--- src/rtl/fdtm_ram.sv ---
`default_nettype none
module fdtm_ram #(
  parameter int WIDTH = 8,
  parameter int DEPTH = 16
) (
  input  wire logic                                     clk,
  input  wire logic                                     we,
  input  wire logic [((DEPTH > 1) ? $clog2(DEPTH) : 1)-1:0] waddr,
  input  wire logic [WIDTH-1:0]                         wdata,
  input  wire logic [((DEPTH > 1) ? $clog2(DEPTH) : 1)-1:0] raddr,
  output logic      [WIDTH-1:0]                         rdata
);

  logic [WIDTH-1:0] mem_r [DEPTH];
  logic [WIDTH-1:0] rdata_r;

  // read-first: a read of the entry being written returns the old value
  always_ff @(posedge clk) begin
    if (we) begin
      mem_r[waddr] <= wdata;
    end
    rdata_r <= mem_r[raddr];
  end

  assign rdata = rdata_r;

endmodule
`default_nettype wire

--- config.mk ---
export PLATFORM = sky130hd
export DESIGN_NAME = fdtm_ram
export DESIGN_NICKNAME = d
export VERILOG_FILES = /design/src/rtl/fdtm_ram.sv
export SDC_FILE = /design/constraint.sdc
export NUM_CORES = 1
export LEC_CHECK = 0
export ABC_AREA = 1
export BUFFER_PORTS_ARGS = -buffer_cell sky130_fd_sc_hd__buf_4
export CORE_UTILIZATION = 57
export CTS_CLUSTER_DIAMETER = 40
export CTS_CLUSTER_SIZE = 25
export DETAILED_ROUTE_END_ITERATION = 7
export PLACE_DENSITY = 0.77
export SLEW_MARGIN = 40
export SYNTH_ARGS = -nofsm -noshare
export SYNTH_HDL_FRONTEND = slang
export SYNTH_SLANG_ARGS = --single-unit
--- constraint.sdc ---
create_clock -name clk -period 2.73 [get_ports clk]
set_input_delay 0.1365 -clock clk [delete_from_list [all_inputs] [get_ports clk]]
set_output_delay 0.1365 -clock clk [all_outputs]
set_load 0.02 [all_outputs]
## After elaboration in Yosys (flattened, before gate mapping)

Memories as Yosys holds them, arrays and structs flattened. A register that Yosys moved wholly into a read port is not among the register bits.
Index checks and enable logic that the tools add are counted.

| storage, ports and cells | value |
|---|---|
| output and inout port bits | 8 |
| memories | 1 |
| bits of input ports | 18 |
| register bits after elaboration | 0 |
| logic and storage cells | 3 |
| RAM bits | 128 |

| operators by class | value |
|---|---|
| muxes and demuxes | 2 |

Memories:

| name | words | width | read ports | clocked after Yosys merged registers in | wr ports | line | source |
|---|---|---|---|---|---|---|---|
| mem_r | 16 | 8 | 1 | 1 | 1 | 14 | `logic [WIDTH-1:0] mem_r [DEPTH];` |

Operators with widths:

| cell | number |
|---|---|
| two-way mux 1 bit | 2 |

## Depth between registers and ports, before layout

Gate-level depths: netlist (run 1).

| depth | value |
|---|---|
| depth in word-level cells | 2 |
| mapped depth | 8 |
| mapped depth without buffers | 7 |

## Worst setup path after synthesis (run 1)

Ideal clock, no wire load.

| path | value |
|---|---|
| kind | input -> register |
| start point | in waddr[2] in the netlist's numbering |
| end point | mem mem_r[10][0] (enable) |
| required time | 2.360 ns |
| path buffers | 0 |
| cell stages on the path | 2 |
| data arrival time | 0.717 ns |
| library setup time | 0.370 ns |
| setup slack | 1.643 ns |
| path through | nand3b_1 -> nor2_1 |

RTL lines:

| element | line | source |
|---|---|---|
| start: declaration | 8 | `input wire logic [((DEPTH > 1) ? $clog2(DEPTH) : 1)-1:0] waddr,` |
| end: declaration | 14 |  |

No word-level cell before the write port.

## Final worst setup path (run 1)

| path | value |
|---|---|
| start point | reg rdata_r[0], in the netlist rdata[0], read port of mem_r |
| end point | out rdata[0] |

RTL lines:

| element | line | source |
|---|---|---|
| start: declaration | 15 | `logic [WIDTH-1:0] rdata_r;` |
| end: declaration | 11 | `output logic [WIDTH-1:0] rdata` |

No word-level cell between the ends.

==> results of run 1 <==
## sequential cells by signal (all words and copies together), names as in the netlist
signal  count
mem_r     128
rdata       8
## layer usage
layer / share of wire [%] / vias to the layer above / wire length, um / track usage, %
met5: 0 / - / 0 / 0
met4: 3.0 / 0 / 364 / 13.08
met3: 8.2 / 31 / 1000 / 5.831
met2: 50 / 185 / 6061 / 42.05
met1: 39 / 1830 / 4773 / 32.45
li1: - / 1837 / - / -
## worst paths after layout
check                         startpoint  cells past startpoint               end  slack, ps
hold reg to reg   mem_r[15][4]$_DFFE_PP_                      6  rdata[4]$_DFF_P_        660
hold / removal                  raddr[2]                      4  rdata[4]$_DFF_P_         60
setup reg to reg   mem_r[7][0]$_DFFE_PP_                      6  rdata[0]$_DFF_P_       1600
setup / recovery        rdata[0]$_DFF_P_                      1          rdata[0]       1600
## power groups by stage
stage,clock network [mW],registers [mW],logic (mW)
finish,2.30,2.35,0.310
global route,2.40,2.35,0.341
CTS,2.30,2.35,0.308
detailed placement,0,2.39,0.294
global placement,0,2.39,0.288
floorplan,0,2.41,0.165
## cell type report
cell class | instances | area, sq um
flip-flops and latches | 136 | 4004
fillers | 695 | 3107
multi-input cells | 289 | 1216
clock buffers | 18 | 417.9
inverters | 102 | 382.9
repair buffers | 37 | 300.3
clock inverters | 14 | 180.2
well taps | 133 | 166.4
## logic make-up after synthesis
| kind of cell | share of synthesized area (%) |
|---|---|
| AND/OR/NAND/NOR | 21.05 |
| flip-flops | 69.43 |
| buffers and inverters | 9.525 |
## metrics by stage
step                util [%]  instances  instance area, sq um  hold WS, ps
detailed placement     61.15        688                  5977        461.1
finish                 68.22        729                  6668        62.70
CTS                    68.19        729                  6665        47.91
global route           68.22        729                  6668        69.92
global placement       61.15        688                  5977        457.1
floorplan                  -        551                  5767        235.4
## tightest hold or removal path: cells and delay by family
kind / cells / cell delay, ps
AND/OR/NAND/NOR: 3 / 220
buffers and inverters: 1 / 190
## cells in the mapped netlist (all sizes together)
master | instances | area, sq um
nand3b | 2 | 15.01
dfxtp | 8 | 160.2
inv | 102 | 382.9
nand3 | 97 | 485.5
edfxtp | 128 | 3844
nand2 | 173 | 649.4
nor2 | 17 | 63.81
buf | 24 | 166.4
==> impl_metrics.json, run 1 <==
{
  "critical_path_at_ps": 1000,
  "dp_worst_setup_slack_ps": 1148,
  "power.net_switching_mw": 1.052,
  "cpLargestDelayFamily": "flip-flops",
  "count_of_antenna_diodes_in_the_layout": 0,
  "timing.final.crit_period_ps": 1133,
  "post_synth_instance_area_sq_mm": 0.005767,
  "die_w_um": 102.6,
  "chipHeight_um": 102.6,
  "placement.io_buffers": 25,
  "rsz0062_at_grt": "no",
  "p_total_mw": 4.957,
  "synth.yosys.seq_area_share_pct": 69.43,
  "fraction_of_final_layout_cells_with_drive_strength_greater_than_1_pct": 9.899,
  "synthesis.yosys.warnings": 0,
  "cts_repair_resize_count": 0,
  "groute.usage.overall_pct": 25.73,
  "tritoncts.num_buffers": 17,
  "clock_power_share_pct": 46.4,
  "cp_max_fo": 1,
  "clock_tree_buf_depth": 2,
  "clkSlewWorstSetupHoldPaths_ps": 60,
  "final_layout_net_count": 601,
  "grt_antenna_before_repair": 0,
  "dr.pass1.iters": 7,
  "max_slew_margin_pct": 45.71,
  "core_region_area_sq_mm": 0.009774,
  "p_seq_share_pct": 47.4,
  "fmaxAchievable_mhz": 882.3,
  "hold_buffers": 9,
  "dp.final_hpwl_um": 7155,
  "clkSinkCount": 136,
  "first_global_vias": 3758,
  "synth_cells": 551,
  "flow.area_growth_from_synthesis_pct": 15.62,
  "place.gp.congestion": 0.8630,
  "pwr-share-comb_pct": 6.3,
  "ys_seq_elements": 136,
  "slowest_stage": "sky130_fd_sc_hd__dfxtp_1",
  "clock_insertion_delay_at_the_later_pin_of_the_skew_report_ps": 520,
  "period_share_pct": 41.52,
  "initial_utilization_pct": 59.00,
  "fp.dieArea_sq_mm": 0.01052,
  "routedWlPerCell_um": 16.74,
  "maxSlewViolCount": 0,
  "power_switching_share_pct": 21.23,
  "critical_path.max_stage_delay_ps": 340,
  "detail_route.wirelength_um": 12200,
  "htreeDepth": 4,
  "hold_path_class": "in2reg",
  "worstPathRequired_ps": 2590,
  "worst-slew-pin-transition_ps": 811.3,
  "synth.net_count": 569,
  "clock_tree_root": "sky130_fd_sc_hd__clkbuf_8",
  "detail-route-antenna-nets": 0,
  "cts_tree": "done",
  "clock_skew_ps": 5.600,
  "avgViaCountPerCell": 5.326,
  "via_count": 3883,
  "cts_post_setup_buffers_inserted": 0,
  "initialDrtViolationCount": 438,
  "num_io_pins": 26,
  "powerDensity_mw_per_mm2": 743.5,
  "mostFrequentLayoutCells": "sky130_fd_sc_hd__nand2_1, sky130_fd_sc_hd__edfxtp_1, sky130_fd_sc_hd__inv_1, sky130_fd_sc_hd__nand3_1, sky130_fd_sc_hd__buf_4",
  "cp_cell_sequence": "buf_4",
  "worstPathBufferInverterCount": 1,
  "grt_max_degree": 65,
  "worstSetupStartpointType": "flop",
  "worst_slack_ps": 1597,
  "total_negative_slack_ps": 0,
  "p_leak_nw": 2.879,
  "overflow": 0,
  "vdd.ir_drop.worst_mv": 0.5036,
  "crit_type": "reg2out",
  "internal_power_mw": 3.905,
  "drt_drc_violations_left": 0,
  "finalHoldViolations": 0,
  "grt_pass1_wl_um": 18950,
  "outcome": "complete, no violations",
  "mostFrequentLayoutCell": "sky130_fd_sc_hd__nand2_1",
  "netlist-cell-type-count": 12,
  "max_cap_viol": 0,
  "syn_avg_cell_area_sq_um": 10.47,
  "setup_violations": 0,
  "num_rows": 36,
  "setup.worst_path.end_class": "output pin"
}
Power figures use the tool's default switching activity.
==> run 2, diff against run 1 <==
--- a/config.mk
+++ b/config.mk
@@ -5,7 +5,7 @@
 export SDC_FILE = /design/constraint.sdc
 export NUM_CORES = 1
 export LEC_CHECK = 0
-export ABC_AREA = 1
+export ABC_AREA = 0
 export BUFFER_PORTS_ARGS = -buffer_cell sky130_fd_sc_hd__buf_4
 export CORE_UTILIZATION = 57
 export CTS_CLUSTER_DIAMETER = 40
==> constraint.sdc (replaced) <==
create_clock -name clk -period 1.1 [get_ports clk]
set_input_delay 0.055 -clock clk [delete_from_list [all_inputs] [get_ports clk]]
set_output_delay 0.055 -clock clk [all_outputs]
set_load 0.02 [all_outputs]
==> impl_metrics.json, run 2 <==
{
  "outcome": "finished, violations left",
  "violations": "setup timing",
  "mostFrequentLayoutCell": "sky130_fd_sc_hd__edfxtp_1",
  "total_negative_slack_ps": -1418,
  "post_synth_instance_area_sq_mm": 0.005147,
  "timing.final.crit_period_ps": 1301,
  "p_leak_nw": 2.211,
  "crit_type": "reg2reg",
  "period_share_pct": 118.2,
  "clock_skew_ps": 9.371,
  "synth.yosys.seq_area_share_pct": 77.78,
  "finalHoldViolations": 0,
  "worst_slack_ps": -200.7,
  "detail-route-antenna-nets": 0,
  "slowest_stage": "sky130_fd_sc_hd__mux4_2",
  "vdd.ir_drop.worst_mv": 1.669,
  "post-synth-top-area-fraction_pct": 74.67,
  "routedWlPerCell_um": 24.71,
  "via_count": 2621,
  "count_of_antenna_diodes_in_the_layout": 0,
  "synth.largest_area_cell": "sky130_fd_sc_hd__edfxtp_1",
  "htreeDepth": 4,
  "grt_max_degree": 17,
  "flow.area_growth_from_synthesis_pct": 24.89,
  "grt_antenna_before_repair": 0,
  "largest_register": "mem_r",
  "core_region_area_sq_mm": 0.008721,
  "num_rows": 34,
  "synthesis.yosys.warnings": 0,
  "ys_seq_elements": 136,
  "clkSinkCount": 136,
  "worstPathRequired_ps": 1510,
  "number_of_flip_flops_in_the_largest_register": 128,
  "dp_worst_setup_slack_ps": -296.7,
  "number_of_flops_mapped_to_enable_cells_by_yosys": 128,
  "critical_path_at_ps": 1710,
  "grt_pass1_wl_um": 16250,
  "dp.final_hpwl_um": 6450,
  "worst-slew-pin-transition_ps": 937.9,
  "initialDrtViolationCount": 243,
  "num_io_pins": 26,
  "initial_utilization_pct": 59.02,
  "timing.hold.worst_path_depth": 3,
  "setup_violations": 8,
  "worstSetupStartpointType": "flop",
  "async_reset_ff_share_pct": 0,
  "critical_path.max_stage_delay_ps": 510,
  "synth.net_count": 247,
  "max_slew_margin_pct": 37.35,
  "fraction_of_final_layout_cells_with_drive_strength_greater_than_1_pct": 44.38,
  "synthMostInstantiatedCell": "sky130_fd_sc_hd__edfxtp_1",
  "placement.io_buffers": 25,
  "synth.cells.most_frequent": "sky130_fd_sc_hd__edfxtp_1, sky130_fd_sc_hd__mux4_2, sky130_fd_sc_hd__a22oi_1",
  "tritoncts.num_buffers": 17,
  "setup.worst_path.end_class": "flop",
  "netlist_top_cells_area": "sky130_fd_sc_hd__edfxtp_1, sky130_fd_sc_hd__mux4_2, sky130_fd_sc_hd__mux4_1, sky130_fd_sc_hd__dfxtp_1, sky130_fd_sc_hd__a22oi_1",
  "postSynth.topFlopCell": "sky130_fd_sc_hd__edfxtp_1",
  "cts_post_setup_buffers_inserted": 0,
  "n_fill_cell": 463,
  "clock_tree_buf_depth": 2,
  "place.gp.congestion": 0.8112,
  "fmaxAchievable_mhz": 768.8,
  "final_layout_net_count": 325,
  "fp.dieArea_sq_mm": 0.009415,
  "first_global_vias": 2742,
  "p_total_mw": 12.30,
  "drt_drc_violations_left": 0,
  "maxSlewViolCount": 0,
  "layout.core_utilization_pct": 73.72,
  "clkSlewWorstSetupHoldPaths_ps": 70,
  "chipHeight_um": 97.03,
  "groute.usage.overall_pct": 24.70,
  "clock_tree_root": "sky130_fd_sc_hd__clkbuf_8",
  "cts_tree": "done",
  "clock_insertion_delay_at_the_later_pin_of_the_skew_report_ps": 520,
  "syn_avg_cell_area_sq_um": 22.48,
  "overflow": 0,
  "dr.pass1.iters": 5,
  "mostFrequentLayoutCells": "sky130_fd_sc_hd__edfxtp_1, sky130_fd_sc_hd__buf_4, sky130_fd_sc_hd__mux4_2, sky130_fd_sc_hd__clkbuf_16, sky130_fd_sc_hd__nor2_1",
  "cp_cell_sequence": "mux4_2, a22oi_2, nand2_1",
  "die_w_um": 97.03,
  "max_cap_viol": 0,
  "rsz0062_at_grt": "yes",
  "powerDensity_mw_per_mm2": 1913,
  "detail_route.wirelength_um": 10580,
  "hold_path_class": "in2reg",
  "netlist-cell-type-count": 19,
  "cp_max_fo": 1,
  "synth_cells": 229,
  "rr_worst_depth": 3,
  "avgViaCountPerCell": 6.124
}
-- run 2: layout make-up --
class / count / area, sq um / area share (%)
Clock inverter: 13 / 167.7 / 2.608
Sequential cell: 136 / 4008 / 62.34
Clock buffer: 19 / 441.7 / 6.870
Multi-Input combinational cell: 83 / 1089 / 16.93
Tap cell: 108 / 135.1 / 2.102
Timing Repair Buffer: 69 / 588.1 / 9.148
-- run 2: logic make-up after synthesis --
kind of cell | Yosys count | synth area share [%]
mux | 32 | 15.02
simple gates | 35 | 3.184
flops | 136 | 77.78
compound gates | 16 | 2.334
buf+inv | 10 | 1.677
-- run 2: layer usage --
metal / wire length [um] / vias to the layer above / GRT usage (%)
li1: - / 1119 / -
met1: 4197 / 1322 / 33.35
met2: 5269 / 163 / 38.84
met3: 928 / 17 / 7.009
met4: 180 / 0 / 9.300
met5: 0 / - / 0
-- run 2: worst max-delay path, delay by kind of cell (launching register included) --
| family | cells | cell delay [ps] |
|---|---|---|
| flops | 1 | 390 |
| mux | 1 | 510 |
| simple gates | 1 | 70 |
| compound gates | 1 | 220 |
-- run 2: where the power goes --
group          total [mW]  internal, mW  switching, mW
sequential           5.84          5.80         0.0443
combinational       0.717         0.342          0.375
clock                5.74          3.60           2.14
total                12.3          9.73           2.56
-- run 2: path summary, 6_finish.rpt --
check	start	to	slack (ps)
worst max register to register	mem_r[10][1]$_DFFE_PP_	rdata[1]$_DFF_P_	-200
worst min-delay path	waddr[1]	mem_r[0][7]$_DFFE_PP_	60
worst max-delay path	mem_r[10][1]$_DFFE_PP_	rdata[1]$_DFF_P_	-200
worst min register to register	mem_r[4][6]$_DFFE_PP_	rdata[6]$_DFF_P_	680
-- run 2: through the flow --
stage | instances | area (sq um) | hold slack (ps)
2_1_floorplan | 229 | 5180 | 153.9
4_1_cts | 428 | 6417 | 28.56
3_3_place_gp | 388 | 5703 | 354.6
3_5_place_dp | 388 | 5703 | 364.6
5_1_grt | 428 | 6429 | 38.30
6_report | 428 | 6429 | 63.02
-- run 2: what timing repair did --
action                                  4_1_cts  5_1_grt
resized for setup                            10        3
hold buffers                                  8        0
hold endpoints to repair                    128        0
pin swaps                                     1        1
endpoints found under the setup margin       10        9
